## src/rtl/button_bank_debounce_events_core_defines.svh

```systemverilog
// Assertion macros shared by the RTL of the button bank debouncer.
`ifndef BUTTON_BANK_DEBOUNCE_EVENTS_CORE_DEFINES_SVH
`define BUTTON_BANK_DEBOUNCE_EVENTS_CORE_DEFINES_SVH
`ifndef NO_ASSERTIONS
// Same-cycle implication, disabled while reset is low.
`define BBDE_ASSERT_IMP(lbl, clk, rst_n, ante, cons, msg) \
    lbl: assert property (@(posedge clk) disable iff (!rst_n) (ante) |-> (cons)) \
        else $error(msg);
// Next-cycle implication, disabled while reset is low.
`define BBDE_ASSERT_NXT(lbl, clk, rst_n, ante, cons, msg) \
    lbl: assert property (@(posedge clk) disable iff (!rst_n) (ante) |=> (cons)) \
        else $error(msg);
`else
`define BBDE_ASSERT_IMP(lbl, clk, rst_n, ante, cons, msg)
`define BBDE_ASSERT_NXT(lbl, clk, rst_n, ante, cons, msg)
`endif
`endif

```

## src/rtl/bbde_pkg.sv

```systemverilog
package bbde_pkg;

    // Width of the mask registers and of the pin word.
    localparam int MASK_W = 8;
    // Width of the long-press threshold register.
    localparam int LONG_W = 16;
    // Reset value of the long-press threshold.
    localparam logic [LONG_W-1:0] LONG_RESET = 16'd100;

    // Event queue geometry.
    localparam int EVQ_DEPTH = 8;
    localparam int EVQ_PTR_W = $clog2(EVQ_DEPTH);
    localparam int EVQ_CNT_W = EVQ_PTR_W + 1;
    // Worst case of words still to land in the queue when a slot is issued.
    localparam int EVQ_RESERVE = 4;

    typedef enum logic [2:0] {
        EV_PRESS      = 3'd0,
        EV_RELEASE    = 3'd1,
        EV_CLICK      = 3'd2,
        EV_LONG_CLICK = 3'd3,
        EV_PRESS_LONG = 3'd4
    } t_evt_code;

    typedef enum logic [1:0] {
        CFG_ENABLED = 2'd0,
        CFG_INVERT  = 2'd1,
        CFG_LONG    = 2'd2
    } t_cfg_idx;

    // Events produced by one button in one tick.
    typedef struct packed {
        logic [1:0] num;
        t_evt_code  code0;
        t_evt_code  code1;
        logic       pressed;
    } t_evt_pair;

    // One queued event word.
    typedef struct packed {
        logic       last;
        logic       pressed;
        t_evt_code  code;
        logic [2:0] idx;
    } t_evq_word;

endpackage

```

## src/rtl/button_bank_debounce_events_core.sv

```systemverilog
// Button bank debouncer. Each word on the slave stream is one sample tick that
// carries the raw pin levels of up to eight buttons (bit i is button i). For
// every enabled button the level is optionally inverted, debounced over two
// equal samples, and turned into PRESS, RELEASE, CLICK, LONG_CLICK and
// PRESS_LONG events, which leave on the master stream one word each, in button
// order, with tlast set on the final event of the tick (a tick with no events
// sends nothing). The per-button state (last sample, debounced level and hold
// counter) lives in a small synchronous RAM. A tick is processed by a scan
// that reads one button per cycle while the queue has room and writes it
// back the next cycle, followed by one closing slot that releases the
// held-back last event. The next tick is accepted in the same cycle as the
// closing slot of the current one, so ticks follow each other with no gap.
// The scan pauses whenever the eight-word event queue has fewer than four
// free words; since the master side takes one event per cycle while
// tready is high, a tick that raises many events (at most 16) is bounded by
// that drain. Enabling a button marks its entry as fresh in a flag register,
// and a fresh entry reads as released with a zero hold count until its next
// write; after reset every entry is fresh, so no clearing pass over the RAM
// is needed. Configuration writes are always taken and must only be issued
// while the block is idle.
`include "button_bank_debounce_events_core_defines.svh"

module button_bank_debounce_events_core #(
    parameter int NUM_BUTTONS = 8,
    parameter int COUNT_WIDTH = 16
) (
    input  logic        i_clk,
    input  logic        i_rst_n,
    // Sample ticks. tdata: [7:0] pin_levels.
    input  logic        i_s_axis_tvalid,
    output logic        o_s_axis_tready,
    input  logic [7:0]  i_s_axis_tdata,
    // Events. tdata: [2:0] button_index, [5:3] event_code, [6] is_pressed,
    // [7] zero. tlast carries last_event.
    output logic        o_m_axis_tvalid,
    input  logic        i_m_axis_tready,
    output logic [7:0]  o_m_axis_tdata,
    output logic        o_m_axis_tlast,
    // Register writes: 0 enabled_mask, 1 invert_mask, 2 long_press_ticks.
    input  logic        i_cfg_valid,
    output logic        o_cfg_ready,
    input  logic [1:0]  i_cfg_index,
    input  logic [15:0] i_cfg_data
);
    import bbde_pkg::*;

    localparam int IDX_W  = (NUM_BUTTONS > 1) ? $clog2(NUM_BUTTONS) : 1;
    localparam int SLOT_W = $clog2(NUM_BUTTONS + 1);
    localparam int MB     = (NUM_BUTTONS < MASK_W) ? NUM_BUTTONS : MASK_W;
    localparam int ENT_W  = COUNT_WIDTH + 2;

    // Configuration registers.
    logic [MASK_W-1:0]      r_enabled;
    logic [MASK_W-1:0]      r_invert;
    logic [LONG_W-1:0]      r_long;
    logic [NUM_BUTTONS-1:0] r_fresh;
    logic [NUM_BUTTONS-1:0] newly_on;
    logic                   cfg_we;

    // Scan control.
    logic                   r_busy;
    logic [SLOT_W-1:0]      r_slot;
    logic [MASK_W-1:0]      r_pins;
    logic                   issue_ok;
    logic                   issue;
    logic                   last_slot;
    logic                   in_accept;
    logic [31:0]            slot_ext;
    logic                   slot_en;
    logic                   slot_sample;

    // State RAM: {first sample, debounced level, hold count}.
    logic [ENT_W-1:0]       r_ram [NUM_BUTTONS];
    logic [ENT_W-1:0]       r_rd;

    // Update stage.
    logic                   r_s1_valid;
    logic                   r_s1_flush;
    logic [IDX_W-1:0]       r_s1_idx;
    logic                   r_s1_en;
    logic                   r_s1_sample;
    logic [ENT_W-1:0]       cur_ent;
    logic                   upd_first;
    logic                   upd_deb;
    logic [COUNT_WIDTH-1:0] upd_count;
    t_evt_pair              upd_evt;
    logic                   s1_write;

    // Held-back event and queue pushes.
    logic                   r_pend_valid;
    t_evq_word              r_pend;
    logic                   n_pend_valid;
    t_evq_word              n_pend;
    t_evq_word              ev0;
    t_evq_word              ev1;
    logic                   push0;
    logic                   push1;
    t_evq_word              word0;
    t_evq_word              word1;
    t_evq_word              evq_word;
    logic [EVQ_CNT_W-1:0]   evq_level;

    // ---------------------------------------------------------------
    // Configuration. A button that goes from disabled to enabled is marked
    // fresh, which makes its RAM entry read as released on its next slot.
    // ---------------------------------------------------------------
    assign o_cfg_ready = 1'b1;
    assign cfg_we      = i_cfg_valid;

    always_comb begin
        newly_on         = '0;
        newly_on[MB-1:0] = i_cfg_data[MB-1:0] & ~r_enabled[MB-1:0];
    end

    always_ff @(posedge i_clk) begin
        if (!i_rst_n) begin
            r_enabled <= '0;
            r_invert  <= '0;
            r_long    <= LONG_RESET;
            r_fresh   <= '1;
        end else begin
            if (cfg_we) begin
                unique case (i_cfg_index)
                    CFG_ENABLED: begin
                        r_enabled <= i_cfg_data[MASK_W-1:0];
                        r_fresh   <= r_fresh | newly_on;
                    end
                    CFG_INVERT: r_invert <= i_cfg_data[MASK_W-1:0];
                    CFG_LONG:   r_long   <= i_cfg_data;
                    default: ;
                endcase
            end
            if (s1_write) begin
                r_fresh[r_s1_idx] <= 1'b0;
            end
        end
    end

    // ---------------------------------------------------------------
    // Scan. Slots 0 to NUM_BUTTONS-1 read one button each; the slot equal to
    // NUM_BUTTONS is the closing slot. A slot is issued only when the queue
    // can absorb what this slot and the one ahead of it may still push.
    // The closing slot also keeps a read of an entry apart from its earlier
    // write, so the RAM needs no forwarding even for one button.
    // ---------------------------------------------------------------
    assign issue_ok        = (evq_level <= EVQ_CNT_W'(EVQ_DEPTH - EVQ_RESERVE));
    assign issue           = r_busy && issue_ok;
    assign last_slot       = (r_slot == SLOT_W'(NUM_BUTTONS));
    assign o_s_axis_tready = !r_busy || (last_slot && issue_ok);
    assign in_accept       = i_s_axis_tvalid && o_s_axis_tready;

    assign slot_ext    = 32'(r_slot);
    assign slot_en     = (slot_ext < 32'(MASK_W)) && r_enabled[slot_ext[2:0]];
    assign slot_sample = r_pins[slot_ext[2:0]] ^ r_invert[slot_ext[2:0]];

    always_ff @(posedge i_clk) begin
        if (!i_rst_n) begin
            r_busy     <= 1'b0;
            r_slot     <= '0;
            r_s1_valid <= 1'b0;
        end else begin
            r_s1_valid <= issue;
            if (in_accept) begin
                r_busy <= 1'b1;
                r_slot <= '0;
            end else if (issue && last_slot) begin
                r_busy <= 1'b0;
            end else if (issue) begin
                r_slot <= r_slot + 1'b1;
            end
        end
    end

    always_ff @(posedge i_clk) begin
        if (in_accept) begin
            r_pins <= i_s_axis_tdata;
        end
        if (issue) begin
            r_s1_flush  <= last_slot;
            r_s1_idx    <= r_slot[IDX_W-1:0];
            r_s1_en     <= slot_en;
            r_s1_sample <= slot_sample;
        end
    end

    // State RAM, one read and one write port.
    always_ff @(posedge i_clk) begin
        if (issue && !last_slot) begin
            r_rd <= r_ram[r_slot[IDX_W-1:0]];
        end
        if (s1_write) begin
            r_ram[r_s1_idx] <= {upd_first, upd_deb, upd_count};
        end
    end

    // ---------------------------------------------------------------
    // Update stage: compute the new state of the button and its events.
    // ---------------------------------------------------------------
    assign cur_ent  = r_fresh[r_s1_idx] ? '0 : r_rd;
    assign s1_write = r_s1_valid && !r_s1_flush && r_s1_en;

    bbde_btn_update #(
        .COUNT_WIDTH (COUNT_WIDTH)
    ) u_update (
        .i_en     (r_s1_valid && !r_s1_flush && r_s1_en),
        .i_sample (r_s1_sample),
        .i_first  (cur_ent[ENT_W-1]),
        .i_deb    (cur_ent[ENT_W-2]),
        .i_count  (cur_ent[COUNT_WIDTH-1:0]),
        .i_thr    (r_long),
        .o_first  (upd_first),
        .o_deb    (upd_deb),
        .o_count  (upd_count),
        .o_evt    (upd_evt)
    );

    // The newest event of a tick is always held back, because only the
    // closing slot tells whether it is the last one.
    always_comb begin
        ev0.last    = 1'b0;
        ev0.pressed = upd_evt.pressed;
        ev0.code    = upd_evt.code0;
        ev0.idx     = 3'(r_s1_idx);
        ev1.last    = 1'b0;
        ev1.pressed = upd_evt.pressed;
        ev1.code    = upd_evt.code1;
        ev1.idx     = 3'(r_s1_idx);

        push0        = 1'b0;
        push1        = 1'b0;
        word0        = r_pend;
        word1        = ev0;
        n_pend_valid = r_pend_valid;
        n_pend       = r_pend;
        if (r_s1_valid) begin
            if (r_s1_flush) begin
                push0        = r_pend_valid;
                word0.last   = 1'b1;
                n_pend_valid = 1'b0;
            end else begin
                unique case (upd_evt.num)
                    2'd1: begin
                        push0        = r_pend_valid;
                        n_pend_valid = 1'b1;
                        n_pend       = ev0;
                    end
                    2'd2: begin
                        push0 = 1'b1;
                        if (r_pend_valid) begin
                            push1 = 1'b1;
                        end else begin
                            word0 = ev0;
                        end
                        n_pend_valid = 1'b1;
                        n_pend       = ev1;
                    end
                    default: ;
                endcase
            end
        end
    end

    always_ff @(posedge i_clk) begin
        if (!i_rst_n) begin
            r_pend_valid <= 1'b0;
        end else begin
            r_pend_valid <= n_pend_valid;
        end
    end

    always_ff @(posedge i_clk) begin
        r_pend <= n_pend;
    end

    // ---------------------------------------------------------------
    // Event queue and master stream.
    // ---------------------------------------------------------------
    bbde_evt_fifo u_evq (
        .i_clk   (i_clk),
        .i_rst_n (i_rst_n),
        .i_push0 (push0),
        .i_word0 (word0),
        .i_push1 (push1),
        .i_word1 (word1),
        .o_valid (o_m_axis_tvalid),
        .o_word  (evq_word),
        .i_ready (i_m_axis_tready),
        .o_level (evq_level)
    );

    assign o_m_axis_tdata = {1'b0, evq_word.pressed, evq_word.code, evq_word.idx};
    assign o_m_axis_tlast = evq_word.last;

    // ---------------------------------------------------------------
    // Assertions.
    // ---------------------------------------------------------------
    // A held-back event never outlives the scan of its tick.
    `BBDE_ASSERT_IMP(a_pend_only_in_scan, i_clk, i_rst_n, !r_busy && !r_s1_valid, !r_pend_valid, "held event left behind after scan")
    // An accepted tick starts its scan at the first button.
    `BBDE_ASSERT_NXT(a_tick_starts_scan, i_clk, i_rst_n, in_accept, r_busy && (r_slot == '0), "scan did not restart on accepted tick")
    // The issue credit keeps the event queue from overflowing.
    `BBDE_ASSERT_IMP(a_evq_no_overflow, i_clk, i_rst_n, 1'b1, evq_level <= EVQ_CNT_W'(EVQ_DEPTH), "event queue overflow")

endmodule

```

## src/rtl/bbde_btn_update.sv

```systemverilog
module bbde_btn_update #(
    parameter int COUNT_WIDTH = 16
) (
    input  logic                   i_en,
    input  logic                   i_sample,
    input  logic                   i_first,
    input  logic                   i_deb,
    input  logic [COUNT_WIDTH-1:0] i_count,
    input  logic [15:0]            i_thr,
    output logic                   o_first,
    output logic                   o_deb,
    output logic [COUNT_WIDTH-1:0] o_count,
    output bbde_pkg::t_evt_pair    o_evt
);
    import bbde_pkg::*;

    localparam int CMP_W = (COUNT_WIDTH > LONG_W) ? COUNT_WIDTH : LONG_W;

    logic [COUNT_WIDTH-1:0] count_inc;
    logic [CMP_W-1:0]       count_x;
    logic [CMP_W-1:0]       inc_x;
    logic [CMP_W-1:0]       thr_x;

    assign count_inc = i_count + 1'b1;
    assign count_x   = CMP_W'(i_count);
    assign inc_x     = CMP_W'(count_inc);
    assign thr_x     = CMP_W'(i_thr);

    always_comb begin
        o_first     = i_first;
        o_deb       = i_deb;
        o_count     = i_count;
        o_evt.num   = 2'd0;
        o_evt.code0 = EV_PRESS;
        o_evt.code1 = EV_CLICK;
        if (i_en) begin
            if (i_sample != i_first) begin
                o_first = i_sample;
            end else if (i_sample != i_deb) begin
                o_deb = i_sample;
                if (i_sample) begin
                    o_count     = '0;
                    o_evt.num   = 2'd1;
                    o_evt.code0 = EV_PRESS;
                end else begin
                    o_evt.num   = 2'd2;
                    o_evt.code0 = EV_RELEASE;
                    o_evt.code1 = (count_x < thr_x) ? EV_CLICK : EV_LONG_CLICK;
                end
            end else if (i_deb && (i_count != '1)) begin
                o_count = count_inc;
                if (inc_x == thr_x) begin
                    o_evt.num   = 2'd1;
                    o_evt.code0 = EV_PRESS_LONG;
                end
            end
        end
        o_evt.pressed = o_deb;
    end

endmodule

```

## src/rtl/bbde_evt_fifo.sv

```systemverilog
module bbde_evt_fifo (
    input  logic                              i_clk,
    input  logic                              i_rst_n,
    input  logic                              i_push0,
    input  bbde_pkg::t_evq_word               i_word0,
    input  logic                              i_push1,
    input  bbde_pkg::t_evq_word               i_word1,
    output logic                              o_valid,
    output bbde_pkg::t_evq_word               o_word,
    input  logic                              i_ready,
    output logic [bbde_pkg::EVQ_CNT_W-1:0]    o_level
);
    import bbde_pkg::*;

    t_evq_word              r_mem [EVQ_DEPTH];
    logic [EVQ_PTR_W-1:0]   r_wp;
    logic [EVQ_PTR_W-1:0]   r_rp;
    logic [EVQ_CNT_W-1:0]   r_level;
    logic [EVQ_PTR_W-1:0]   wp_second;
    logic                   pop;
    logic [EVQ_CNT_W-1:0]   push_num;

    assign o_valid   = (r_level != '0);
    assign o_word    = r_mem[r_rp];
    assign o_level   = r_level;
    assign pop       = o_valid && i_ready;
    assign wp_second = r_wp + 1'b1;
    assign push_num  = EVQ_CNT_W'(i_push0) + EVQ_CNT_W'(i_push1);

    // The second word only ever comes together with the first one.
    always_ff @(posedge i_clk) begin
        if (i_push0) begin
            r_mem[r_wp] <= i_word0;
        end
        if (i_push1) begin
            r_mem[wp_second] <= i_word1;
        end
    end

    always_ff @(posedge i_clk) begin
        if (!i_rst_n) begin
            r_wp    <= '0;
            r_rp    <= '0;
            r_level <= '0;
        end else begin
            r_wp    <= r_wp + EVQ_PTR_W'(push_num);
            r_level <= r_level + push_num - EVQ_CNT_W'(pop);
            if (pop) begin
                r_rp <= r_rp + 1'b1;
            end
        end
    end

endmodule
```

## config.mk

```make
export PLATFORM = sky130hd
export DESIGN_NAME = button_bank_debounce_events_core
export DESIGN_NICKNAME = d
export VERILOG_FILES = /design/src/rtl/bbde_pkg.sv /design/src/rtl/button_bank_debounce_events_core.sv /design/src/rtl/bbde_btn_update.sv /design/src/rtl/bbde_evt_fifo.sv
export VERILOG_INCLUDE_DIRS = /design/src /design/src/rtl
export SDC_FILE = /design/constraint.sdc
export NUM_CORES = 1
export LEC_CHECK = 0
export BUFFER_PORTS_ARGS = -buffer_cell sky130_fd_sc_hd__buf_2
export CAP_MARGIN = 5
export CORE_MARGIN = 4
export CORE_UTILIZATION = 53
export CTS_BUF_LIST = sky130_fd_sc_hd__clkbuf_8 sky130_fd_sc_hd__clkbuf_16
export DETAILED_ROUTE_END_ITERATION = 10
export HOLD_SLACK_MARGIN = 0.02
export PLACE_DENSITY = 0.79
export SLEW_MARGIN = 20
export SYNTH_ARGS = -nofsm -noshare
export SYNTH_HDL_FRONTEND = slang
export SYNTH_SLANG_ARGS = --single-unit
```

## constraint.sdc

```tcl
create_clock -name i_clk -period 9.1 [get_ports i_clk]
set_input_delay 1.82 -clock i_clk [delete_from_list [all_inputs] [get_ports i_clk]]
set_output_delay 1.82 -clock i_clk [all_outputs]
set_load 0.01 [all_outputs]
```

Word-level counts from Yosys, hierarchy flattened
Memories as Yosys holds them, arrays and structs flattened. A register that Yosys moved wholly into a read port is not among the register bits. Index checks and enable logic that the tools add are counted.

Bits in registers: 79. Memory bits (writable): 208. Bits of input ports: 31. Output and inout port bits: 12. Logic and storage cells: 141. Memories kept: 2.

Memories: r_ram (words 8, width 18, rd ports 1, clocked after Yosys merged registers in 1, wr ports 1, line button_bank_debounce_events_core.sv:73) `logic [ENT_W-1:0] r_ram [NUM_BUTTONS];`; u_evq.r_mem (words 8, width 8, rd ports 1, clocked after Yosys merged registers in 1, wr ports 2, line bbde_evt_fifo.sv:15) `t_evq_word r_mem [EVQ_DEPTH];`.

Add/sub/neg operators: 8. Magnitude comparators: 6. Eq/ne operators: 9. Mux-type cells: 59. Bitwise logic cells: 9. Reductions and logical operators: 28.

Operator list (number): 16-bit two-way mux (5); 8-bit two-way mux (9); 1-bit two-way mux (28); 18-bit two-way mux (1); 16-bit by 1-bit adder with 16-bit output, second input constant (1); 8-bit AND (2); 16-bit equality test (1); 16-bit less-than comparator (1); 16-bit != test, second input constant (1); 8-bit NOT (2); 8-bit one-hot mux with 2 select lines (1); 5-bit two-way mux (3); 1-bit binary-select mux with 3-bit select (4); 3-bit two-way mux (4); 1-bit logical AND (11); 2-bit AND reduction (5); 3-bit by 4-bit less-than comparator with 1-bit output, second input constant (2); 8-bit bitwise OR (1); 7-bit two-way mux (1); 3-bit by 1-bit adder with 3-bit output, second input constant (2); 2-bit nonzero test (3); 4-bit by 1-bit adder with 4-bit output, second input constant (1); 4-bit adder (1); 2-bit by 1-bit equality test with 1-bit output, second input constant (2); 20 further kinds (27).

Longest topological paths before layout
Gate-level depths: netlist of run 1.

Word-level depth: 17. Mapped depth: 31.

Hierarchy
From an unflattened synthesis of run 1, not the netlist that was laid out.

Cell total of the unflattened synthesis: 1040. Area, all modules: 14735.4 um2.

Modules (own cells, without submodules): button_bank_debounce_events_core (instances 1, cells an instance 541, area an instance 9141.3 um2, seq. area each 6436.2 um2); bbde_evt_fifo (instances 1, cells an instance 250, area an instance 3981.3 um2, seq. area each 2182.1 um2); bbde_btn_update (instances 1, cells an instance 249, area an instance 1612.8 um2, seq. area each 0.0 um2).

Worst setup path before layout of run 1
No wires, ideal clock.

Kind: register to register. From: register r_s1_idx[2]. To: register u_evq.r_level[3], in the netlist u_evq.o_level[3]. Setup time: 0.115 ns. Arrival: 6.875 ns. Required time: 8.985 ns. Setup slack: 2.110 ns. Stages on the path, launching flop included: 32. Path buffers: 4. Period minus slack after synthesis: 6.990 ns. Cells stage by stage: edfxtp_1 -> buf_6 -> mux2i_1 -> o32ai_2 -> nor3_1 -> buf_2 -> buf_1 -> nand2_1 -> inv_1 -> ha_1 -> nand3_1 -> or3_1 -> a211oi_1 -> mux2i_1 -> o211ai_1 -> or4b_1 -> or4_1 -> buf_2 -> and2_1 -> ha_1 -> nor2b_1 -> a22o_1 -> a22o_1 -> ha_1 -> inv_1 -> ha_1 -> inv_1 -> ha_1 -> a21o_1 -> a21oi_1 -> xor2_1 -> and2_1.

Longest elaborated chain between the ends: 17.

RTL lines: start, declared (line button_bank_debounce_events_core.sv:79) `logic [IDX_W-1:0] r_s1_idx;`; start signal, assigned (line button_bank_debounce_events_core.sv:180) `r_s1_idx <= r_slot[IDX_W-1:0];`; 1-bit binary-select mux with 3-bit select (*) (line button_bank_debounce_events_core.sv:199) `assign cur_ent = r_fresh[r_s1_idx] ? '0 : r_rd;`; 1-bit two-way mux (not written as such) (*) (line button_bank_debounce_events_core.sv:199); 18-bit two-way mux (*) (line button_bank_debounce_events_core.sv:199); 16-bit by 1-bit adder with 16-bit output (line bbde_btn_update.sv:24) `assign count_inc = i_count + 1'b1;`; 16-bit equality test (line bbde_btn_update.sv:52) `if (inc_x == thr_x) begin`; 4-bit two-way mux (line bbde_btn_update.sv:52); 5-bit two-way mux (line bbde_btn_update.sv:50) `end else if (i_deb && (i_count != '1)) begin`; 5-bit two-way mux (line bbde_btn_update.sv:39) `end else if (i_sample != i_deb) begin`; 8-bit two-way mux (*) (line bbde_btn_update.sv:37) `if (i_sample != i_first) begin`; 8-bit two-way mux (*) (line bbde_btn_update.sv:36) `if (i_en) begin`; 2-bit equality test / 2-bit by 1-bit equality test with 1-bit output (equally long branches) (line button_bank_debounce_events_core.sv:241) `unique case (upd_evt.num)`; 1-bit one-hot mux with 2 select lines / 1-bit two-way mux (equally long branches) (line button_bank_debounce_events_core.sv:241); 1-bit two-way mux (line button_bank_debounce_events_core.sv:236) `if (r_s1_flush) begin`; 1-bit two-way mux (line button_bank_debounce_events_core.sv:235) `if (r_s1_valid) begin`; 1-bit by 1-bit adder with 2-bit output (*) (line bbde_evt_fifo.sv:28) `assign push_num = EVQ_CNT_W'(i_push0) + EVQ_CNT_W'(i_push1);`; 4-bit adder (*) (line bbde_evt_fifo.sv:47) `r_level <= r_level + push_num - EVQ_CNT_W'(pop);`; 4-bit by 1-bit subtractor with 4-bit output (*) (line bbde_evt_fifo.sv:47); end signal, assigned (line bbde_evt_fifo.sv:47); end, declared (line bbde_evt_fifo.sv:18) `logic [EVQ_CNT_W-1:0] r_level;`.

Mark *: on every way between the ends. The rest lies on a longest branch, timed or not. The select of a mux whose other input is x is not followed. A chain may end at the register's enable or synchronous reset.

Worst setup path in the final report of run 1
Same ends and word-level chain as after synthesis.

==> results of run 1 <==
## worst max-delay path: cells and delay by family, from the launching register on
kind,cells,cell delay [ns]
adders and majority gates,5,1.37
xor gates and xnor gates,1,0.15
and+or+nand+nor,9,3.15
DFF,1,1.00
buffers and inverters,3,0.24
muxes,2,0.52
AOI/OAI and AO/OA,7,1.24
## power groups by stage
stage               Combinational (mW)  Clock [mW]  Sequential (mW)
floorplan                        0.439           0             1.64
CTS                              0.515        1.25             1.69
finish                           0.516        1.24             1.69
detailed placement               0.507           0             1.72
global route                     0.576        1.32             1.70
global placement                 0.492           0             1.71
## sequential cells by signal (all words and copies together), names as in the netlist, 4 cells and up, named ones only
register and count:
r_rd 18, r_pins 8, r_ram 144, r_invert 8, r_long 16, r_slot 4
r_enabled 8, u_evq.r_mem 64, r_pend 7, u_evq.o_level 4, r_fresh 8
## area by class of cell
type                       instances  area, µm²
fill                            2073      10920
sequential                       307       8462
multi-input combinational        705       5554
clock buffer                      34      828.3
tap                              341      426.7
timing repair buffer              55      312.8
inverter                          51      191.4
clock inverter                    22      183.9
## kinds of logic after synthesis
logic type	after synthesis	synth area share [%]
AND/OR/NAND/NOR	332	11.13
flip-flops	307	58.59
AO/OA/AOI/OAI	205	9.370
buffers and inverters	125	3.432
multiplexers	103	12.39
adder cells (fa/ha/maj)	35	3.138
XOR/XNOR	28	1.890
other	2	0.05203
## metal layers
metal / up-vias / track usage, % / wire length, µm
met5: - / 0 / 0
met4: 0 / 5.155 / 839
met3: 74 / 2.580 / 2129
met2: 398 / 35.87 / 15770
met1: 4613 / 31.46 / 13910
li1: 4281 / - / -
## per-stage QoR
stage                     util (%)  hold WS [ns]  instance area, µm²
after detailed placement     55.56        0.4638               14930
after global placement       55.49        0.4507               14910
after global routing         59.38        0.4902               15960
final                        59.38        0.4783               15960
after CTS                    59.33        0.4788               15950
after floorplan                  -        0.4064               14440
## cells in the mapped netlist (3+ instances only)
| cell type | n | area share, % |
|---|---|---|
| o21ai_0 | 63 | 2.2 |
| nand3_1 | 34 | 1.2 |
| o211ai_1 | 6 | 0.31 |
| nand4_1 | 10 | 0.43 |
| mux2_2 | 26 | 2.0 |
| and3_1 | 6 | 0.26 |
| xor2_1 | 12 | 0.73 |
| o22ai_1 | 27 | 1.2 |
| ha_1 | 33 | 2.9 |
| dfxtp_1 | 76 | 11 |
| nand2b_1 | 6 | 0.26 |
| nor4_1 | 11 | 0.48 |
| nor3b_1 | 3 | 0.16 |
| a21boi_0 | 23 | 1.2 |
| a311oi_1 | 4 | 0.24 |
| o2111ai_1 | 3 | 0.18 |
| a21oi_1 | 23 | 0.80 |
| mux4_2 | 58 | 9.0 |
| nor2b_1 | 20 | 0.87 |
| a31oi_1 | 14 | 0.61 |
| buf_4 | 3 | 0.16 |
| and2_1 | 31 | 1.3 |
| inv_1 | 51 | 1.3 |
| buf_2 | 6 | 0.21 |
| mux2i_1 | 19 | 1.3 |
| buf_1 | 6 | 0.16 |
| nand2_1 | 137 | 3.6 |
| nor3_1 | 19 | 0.66 |
| nor2_1 | 39 | 1.0 |
| edfxtp_1 | 231 | 48 |
| or3_1 | 3 | 0.13 |
| o21a_1 | 6 | 0.31 |
| a21o_1 | 5 | 0.26 |
| clkbuf_1 | 58 | 1.5 |
| xnor2_1 | 14 | 0.85 |
| a22o_1 | 6 | 0.36 |
## final timing paths
| path | start | end | slack (ns) | depth (start not counted) |
|---|---|---|---|---|
| hold reg to reg | u_evq.r_mem[3][4] | u_evq.r_mem[3][4] | 0.48 | 2 |
| setup / recovery | r_s1_idx[2] | u_evq.o_level[3] | 1.38 | 27 |
| setup reg to reg | r_s1_idx[2] | u_evq.o_level[3] | 1.38 | 27 |
| hold / removal | u_evq.r_mem[3][4] | u_evq.r_mem[3][4] | 0.48 | 2 |
## layout by cell type (no fill, tap or decap), types with 4 or more instances in the layout
master and count:
nor2_1 37, o21ai_0 63, a21oi_1 23, nand2b_1 6
inv_1 58, mux4_2 58, o211ai_1 6, a21boi_0 23
nand3_1 34, ha_1 33, clkbuf_16 32, and3_1 6
o21a_1 6, nand4_1 10, a21o_1 5, nor4_1 10
xor2_1 12, and2_1 31, dfxtp_1 73, xnor2_1 14
mux2i_1 19, edfxtp_1 231, buf_4 15, clkinv_2 4
nand2_1 137, a22o_1 6, buf_2 40, mux2_2 26
nor3_1 14, nor2b_1 20, o22ai_1 27, a31oi_1 14
==> impl_metrics.ini, run 1 <==
[outcome]
outcome = completed

[logic_synthesis]
yosys_warnings = 0
synth_area_um2 = 14440
postSynth.asyncResetShare_pct = 0
syn-num-nets = 1203
synth-edff-count = 231
synth-seq-area-share_pct = 58.59
netlist_instances = 1137
syn_area_per_cell_um2 = 12.70
synth_ff_type = edfxtp_1
ys_ff_latch = 307
synth_cell_types = 70

[clock_tree]
cts_setup_buffers = 0
clockRootBuffer = clkbuf_16
numCtsBuffers = 30
clockBufferDepth = 3
ctsResizeCount = 0
cts_hold_buf = 0
path_clk_slew_ns = 0.06
worstSkewPairLatency_ns = 0.57
htreeDepth = 1
clock-sinks = 307
cts_tree = yes

[setup_path]
end_kind = flip-flop
cp_common_cell = ha_1
crit_required_ns = 9.60
cp_max_fo = 20
max_stage_delay_ns = 1.00
worstSetupStartpointType = flip-flop
crit_arrival_ns = 8.22
critPathSlowestCell = edfxtp_1
path_class = reg2reg

[timing]
slew_headroom_pct = 28.48
finalSetupViolCount = 0
rsz0062_at_grt = no
finalWorstSetupSlack_ns = 1.384
fin_crit_ns = 7.716
skew_ns = 0.01842
slew_violations = 0
fin_tns_setup_ns = 0
worstMarginPinSlew_ns = 1.065
final_hold_viol_count = 0
fmax_ghz = 0.1296
post-route-period-util_pct = 84.80

[place]
place_congestion = 0.9358
dp_hpwl_um = 21940
place_ws_ns = 1.543
portBuffers = 40
dp.cells = 1459

[global_routing]
globalRouteTotalUtil_pct = 21.78
grt_pass1_vias = 9279
grt_start_max_net_pins = 56
grt_pass1_wl_um = 52390
globalRouteOverflowTotal = 0
antenna_found_initial = 0

[route]
routedWlPerCell_um = 21.55
final_antenna_net_count = 0
firstDrtPassIters = 5
viasPerCell = 6.182
via_count = 9366
drtIter0Drc = 1099
drt-total-wl_um = 32640
drc = 0

[power]
intPower_mw = 2.532
leakage_nw = 5.434
switchingPower_mw = 0.9120
p_sw_share_pct = 26.48
vdd_ir_drop_max_mv = 0.2349
seq_power_share_pct = 49.0
clkPwrFrac_pct = 36.0
combPwrFrac_pct = 15.0
power.total_mw = 3.444
power.density_nw_per_um2 = 215.8

[floorplan]
die_area_um2 = 29940
ios = 43
rows = 60
initial_utilization_pct = 53.71
die_x_um = 173.0
placeableCoreArea_um2 = 26880
fp.dieH_um = 173.0

[cells_and_area]
fin_nets = 1216
n_antenna_cell = 0
stdcell_count = 1515
area_growth_pct = 10.56
layout-drive-gt1-share_pct = 17.72

[job]
maxCapViolCount = 0

[hold_path]
min_path_type = reg2reg
Note: power is estimated with default switching activity, not from simulation.
==> run 2: changes to the inputs <==
==> constraint.sdc (replaced) <==
create_clock -name i_clk -period 7.8 [get_ports i_clk]
set_input_delay 1.56 -clock i_clk [delete_from_list [all_inputs] [get_ports i_clk]]
set_output_delay 1.56 -clock i_clk [all_outputs]
set_load 0.01 [all_outputs]
==> run 2 against run 1 <==
Fmax increased by 8.1%. Clock power grew 9%. Flip-flop and latch count unchanged. Critical path type unchanged. Largest power group unchanged. Highest routed layer unchanged.
==> impl_metrics.ini, run 2 (same netlist as run 1, synthesis figures left out) <==
[floorplan]
ios = 43
die_x_um = 173.0
die_area_um2 = 29940
placeableCoreArea_um2 = 26880
initial_utilization_pct = 53.71
fp.dieH_um = 173.0
rows = 60

[global_routing]
grt_pass1_wl_um = 51810
antenna_found_initial = 0
globalRouteTotalUtil_pct = 21.44
grt_pass1_vias = 9350
grt_start_max_net_pins = 56
globalRouteOverflowTotal = 0

[clock_tree]
ctsResizeCount = 0
worstSkewPairLatency_ns = 0.57
clockRootBuffer = clkbuf_16
htreeDepth = 1
clockBufferDepth = 3
cts_tree = yes
clock-sinks = 307
numCtsBuffers = 31
path_clk_slew_ns = 0.06

[setup_path]
path_class = reg2reg
r2r_start = r_s1_idx[2]
max_stage_delay_ns = 0.61
crit_required_ns = 8.26
critPathSlowestCell = or4_1
worstSetupStartpointType = flip-flop
cp_max_fo = 17
timing.rr.end = u_evq.o_level[3]
r2r_cells = 29
r2r_slack_ns = 0.66
crit_arrival_ns = 7.59
end_kind = flip-flop
cp_common_cell = ha_1

[timing]
finalSetupViolCount = 0
rsz0062_at_grt = no
fmax_ghz = 0.1401
fin_crit_ns = 7.136
slew_violations = 0
skew_ns = 0.01604
final_hold_viol_count = 0
post-route-period-util_pct = 91.49
slew_headroom_pct = 29.56
worstMarginPinSlew_ns = 1.049
fin_tns_setup_ns = 0

[job]
maxCapViolCount = 0

[power]
power.density_nw_per_um2 = 248.0
p_sw_share_pct = 26.57
seq_power_share_pct = 49.5
intPower_mw = 2.902
clkPwrFrac_pct = 34.3
leakage_nw = 5.521
switchingPower_mw = 1.050
combPwrFrac_pct = 16.3
vdd_ir_drop_max_mv = 0.2521

[place]
dp.cells = 1460
portBuffers = 40
place_congestion = 0.9131
dp_hpwl_um = 21970

[cells_and_area]
n_antenna_cell = 0
layout-drive-gt1-share_pct = 17.67
stdcell_count = 1524
fin_nets = 1224
area_growth_pct = 10.41
reg.largest.list = r_ram x144, u_evq.r_mem x64, r_rd x18
largest_reg_flops = 144
regMostFlops = r_ram
final_cell_mix = edfxtp_1 (231), nand2_1 (137), dfxtp_1 (73), inv_1 (64), o21ai_0 (63)
mostFrequentLayoutCell = edfxtp_1

[outcome]
outcome = completed

[route]
via_count = 9413
final_antenna_net_count = 0
drc = 0
firstDrtPassIters = 5
routedWlPerCell_um = 21.06
viasPerCell = 6.177
drt-total-wl_um = 32090
drtIter0Drc = 920

[hold_path]
hold_path_end = u_evq.r_mem[2][7]
min_path_type = reg2reg
hold_start = u_evq.r_mem[2][7]
hold_depth = 2
## run 2: cell types whose count changed in the layout (fill, tap and decap cells not counted), sizes merged
cell,delta
buf,+7
bufinv,-2
clkinv,-1
clkinvlp,-3
inv,+8
## run 2: through the flow
step / power [mW] / cell area, µm² / worst slack, ns / hold slack (ns) / util (%)
after floorplan: 2.451 / 14440 / 0.8096 / 0.4064 / -
after global placement: 2.593 / 14920 / 0.7276 / 0.4468 / 55.52
after detailed placement: 2.617 / 14950 / 0.5075 / 0.4626 / 55.61
after CTS: 3.968 / 15890 / 0.4612 / 0.4763 / 59.11
after global routing: 4.135 / 15940 / 0.01462 / 0.4950 / 59.30
final: 3.952 / 15940 / 0.6639 / 0.4699 / 59.30
## run 2: routing by layer
layer  vias to the layer above  share of wire [%]  global-route usage, %
li1                       4296                  -                      -
met1                      4642                 42                  30.13
met2                       418                 48                  35.19
met3                        57                7.2                  3.389
met4                         0                2.8                  5.920
met5                         -                  0                      0
## run 2: worst max-delay path by stage
stage	startpoint	end	slack (ns)	cells past startpoint
after floorplan	r_s1_idx[2]	u_evq.o_level[3]	0.81	31
after global placement	r_s1_idx[1]	u_evq.o_level[3]	0.73	28
final	r_s1_idx[2]	u_evq.o_level[3]	0.66	29
after CTS	r_s1_idx[1]	u_evq.o_level[3]	0.46	28
after global routing	r_s1_idx[2]	u_evq.o_level[3]	0.01	29
after detailed placement	r_s1_idx[1]	u_evq.o_level[3]	0.51	28
## run 2: power groups by stage
stage               logic, mW  registers, mW  clock network, mW
detailed placement      0.622           1.99                  0
floorplan               0.535           1.92                  0
finish                  0.643           1.96               1.35
global placement        0.601           1.99                  0
global route            0.722           1.96               1.45
CTS                     0.630           1.96               1.38
## run 2: what timing repair did
item	in CTS	in global routing
hold buffers	0	0
setup endpoints to repair	0	8
setup buffers	0	6
## run 2: final cells by class
class | count | area (µm²)
Clock inverter | 24 | 121.4
Sequential cell | 307 | 8462
Tap cell | 341 | 426.7
Clock buffer | 34 | 817.0
Fill cell | 2071 | 10940
Inverter | 51 | 191.4
Multi-Input combinational cell | 705 | 5554
Timing Repair Buffer | 62 | 365.4
## run 2: critical path: cells and delay by family (launching register included)
| family | cells | cell delay [ns] |
|---|---|---|
| multiplexers | 1 | 0.23 |
| buffers and inverters | 5 | 0.69 |
| adder cells (fa/ha/maj) | 5 | 1.34 |
| AND/OR/NAND/NOR | 10 | 3.08 |
| XOR/XNOR | 1 | 0.08 |
| AO/OA/AOI/OAI | 7 | 1.14 |
| flip-flops | 1 | 0.46 |
==> run 3: changes to the inputs <==
--- a/config.mk
+++ b/config.mk
@@ -9,11 +9,11 @@
 export BUFFER_PORTS_ARGS = -buffer_cell sky130_fd_sc_hd__buf_2
 export CAP_MARGIN = 5
 export CORE_MARGIN = 4
-export CORE_UTILIZATION = 53
+export CORE_UTILIZATION = 62
 export CTS_BUF_LIST = sky130_fd_sc_hd__clkbuf_8 sky130_fd_sc_hd__clkbuf_16
 export DETAILED_ROUTE_END_ITERATION = 10
 export HOLD_SLACK_MARGIN = 0.02
-export PLACE_DENSITY = 0.79
+export PLACE_DENSITY = 0.88
 export SLEW_MARGIN = 20
 export SYNTH_ARGS = -nofsm -noshare
 export SYNTH_HDL_FRONTEND = slang
==> run 3 against run 2 <==
Clock skew up 0.0041 ns. Largest cell class unchanged. Clock power up 12%. Largest power group unchanged. Sequential power about the same.
==> impl_metrics.ini, run 3 (same netlist as run 1, synthesis figures left out) <==
[global_routing]
globalRouteOverflowTotal = 0
antenna_found_initial = 0
grt_pass1_vias = 9642
grt_pass1_wl_um = 53680
globalRouteTotalUtil_pct = 26.21
grt_start_max_net_pins = 56

[setup_path]
cp_common_cell = ha_1
cp-endpoint = u_evq.o_level[3]
crit_arrival_ns = 7.75
worstSetupStartpointType = flip-flop
critPathSlowestCell = or4_1
r2r_slack_ns = 0.52
r2r_start = r_s1_idx[2]
path_class = reg2reg
critPathLaunch = r_s1_idx[2]
crit_required_ns = 8.27
timing.rr.end = u_evq.o_level[3]
cp_max_fo = 17
r2r_cells = 29
end_kind = flip-flop
max_stage_delay_ns = 0.63

[floorplan]
rows = 55
die_x_um = 160.6
fp.dieH_um = 160.6
die_area_um2 = 25790
initial_utilization_pct = 63.37
placeableCoreArea_um2 = 22780
ios = 43

[route]
firstDrtPassIters = 5
drtIter0Drc = 1262
viasPerCell = 6.385
routedWlPerCell_um = 22.58
drt-total-wl_um = 33760
via_count = 9545
drc = 0
final_antenna_net_count = 0

[timing]
finalWorstSetupSlack_ns = 0.5159
final_hold_viol_count = 0
finalSetupViolCount = 0
fmax_ghz = 0.1373
fin_crit_ns = 7.284
post-route-period-util_pct = 93.39
worstMarginPinSlew_ns = 1.018
rsz0062_at_grt = no
skew_ns = 0.02012
fin_tns_setup_ns = 0
slew_headroom_pct = 31.61
slew_violations = 0

[cells_and_area]
stdcell_area_um2 = 15990
final_cell_mix = edfxtp_1 (231), nand2_1 (137), dfxtp_1 (73), o21ai_0 (62), mux4_2 (58)
regMostFlops = r_ram
mostFrequentLayoutCell = edfxtp_1
fin_nets = 1223
largest_reg_flops = 144
n_antenna_cell = 0
area_growth_pct = 10.77
layout-drive-gt1-share_pct = 18.36
reg.largest.list = r_ram x144, u_evq.r_mem x64, r_rd x18
fillers = 1476

[hold_path]
hold_depth = 2
min_path_type = reg2reg

[place]
dpl_cell_area_um2 = 14890
portBuffers = 40
place_congestion = 0.9381
place_ws_ns = 0.3980
dp_hpwl_um = 22460

[clock_tree]
numCtsBuffers = 31
clockBufferDepth = 3
cts_tree = yes
path_clk_slew_ns = 0.06
worstSkewPairLatency_ns = 0.58
clock-sinks = 307
htreeDepth = 1
ctsResizeCount = 0
clockRootBuffer = clkbuf_16

[power]
leakage_nw = 5.535
power.density_nw_per_um2 = 257.5
vdd_ir_drop_max_mv = 0.2719

[outcome]
outcome = completed

[job]
maxCapViolCount = 0
## run 3: changes by cell type in the layout (fill, tap and decap cells not counted), moves of 2 or more
| cell | previous run | this run |
|---|---|---|
| inv_1 | 64 | 57 |
| bufinv_16 | 0 | 3 |
| clkbuf_8 | 3 | 6 |
| clkinv_2 | 3 | 6 |
| nor3_2 | 2 | 5 |
| nor3_4 | 3 | 0 |
| clkinv_1 | 4 | 2 |
## run 3: metal layers
metal / up-vias / track usage [%] / wire, µm
met5: - / 0 / 0
met4: 0 / 7.822 / 952
met2: 532 / 44.53 / 16830
met1: 4642 / 35.81 / 13080
met3: 77 / 3.387 / 2904
li1: 4294 / - / -
## run 3: final cells by class
| type | instances | area [µm²] | area share, % |
|---|---|---|---|
| Clock buffer | 37 | 858.3 | 5.368 |
| Multi-Input combinational cell | 705 | 5535 | 34.62 |
| Inverter | 51 | 191.4 | 1.197 |
| Clock inverter | 21 | 193.9 | 1.213 |
| Tap cell | 313 | 391.6 | 2.449 |
| Timing Repair Buffer | 61 | 357.8 | 2.238 |
| Sequential cell | 307 | 8462 | 52.92 |
## run 3: stage by stage
stage	util, %	hold slack [ns]	power, mW	std cells
after detailed placement	65.39	0.4645	2.624	1433
final	70.20	0.4771	4.118	1495
after global routing	70.20	0.5057	4.285	1495
after global placement	65.39	0.4545	2.595	1433
after floorplan	-	0.4064	2.451	1137
after CTS	70.01	0.4819	4.114	1491
## run 3: worst min-delay path by stage
stage	from	end	slack, ns
5_1_grt	u_evq.r_mem[3][7]	u_evq.r_mem[3][7]	0.51
2_1_floorplan	r_slot[2]	r_s1_idx[2]	0.41
4_1_cts	u_evq.r_mem[5][7]	u_evq.r_mem[5][7]	0.48
3_5_place_dp	u_evq.r_mem[6][7]	u_evq.r_mem[6][7]	0.46
6_report	u_evq.r_mem[6][7]	u_evq.r_mem[6][7]	0.48
3_3_place_gp	u_evq.r_mem[1][4]	u_evq.r_mem[1][4]	0.45
## run 3: report_power, final
group          switching (mW)  total (mW)  internal, mW
logic                   0.365       0.651         0.287
clock network           0.630        1.51         0.883
registers              0.0902        1.95          1.86
total                    1.08        4.12          3.03
## run 3: timing repair
| item | in CTS | in global routing |
|---|---|---|
| hold buffers | 0 | 0 |
| endpoints found under the setup margin | 0 | 9 |
| buffers inserted | 0 | 4 |
## run 3: worst max-delay path, delay by kind of cell (launching register included)
family                     cells  cell delay (ns)
and+or+nand+nor               10             3.24
adders and majority gates      5             1.31
AOI/OAI and AO/OA              7             1.14
buffers and inverters          5             0.66
DFF                            1             0.46
muxes                          1             0.24
xor gates and xnor gates       1             0.08
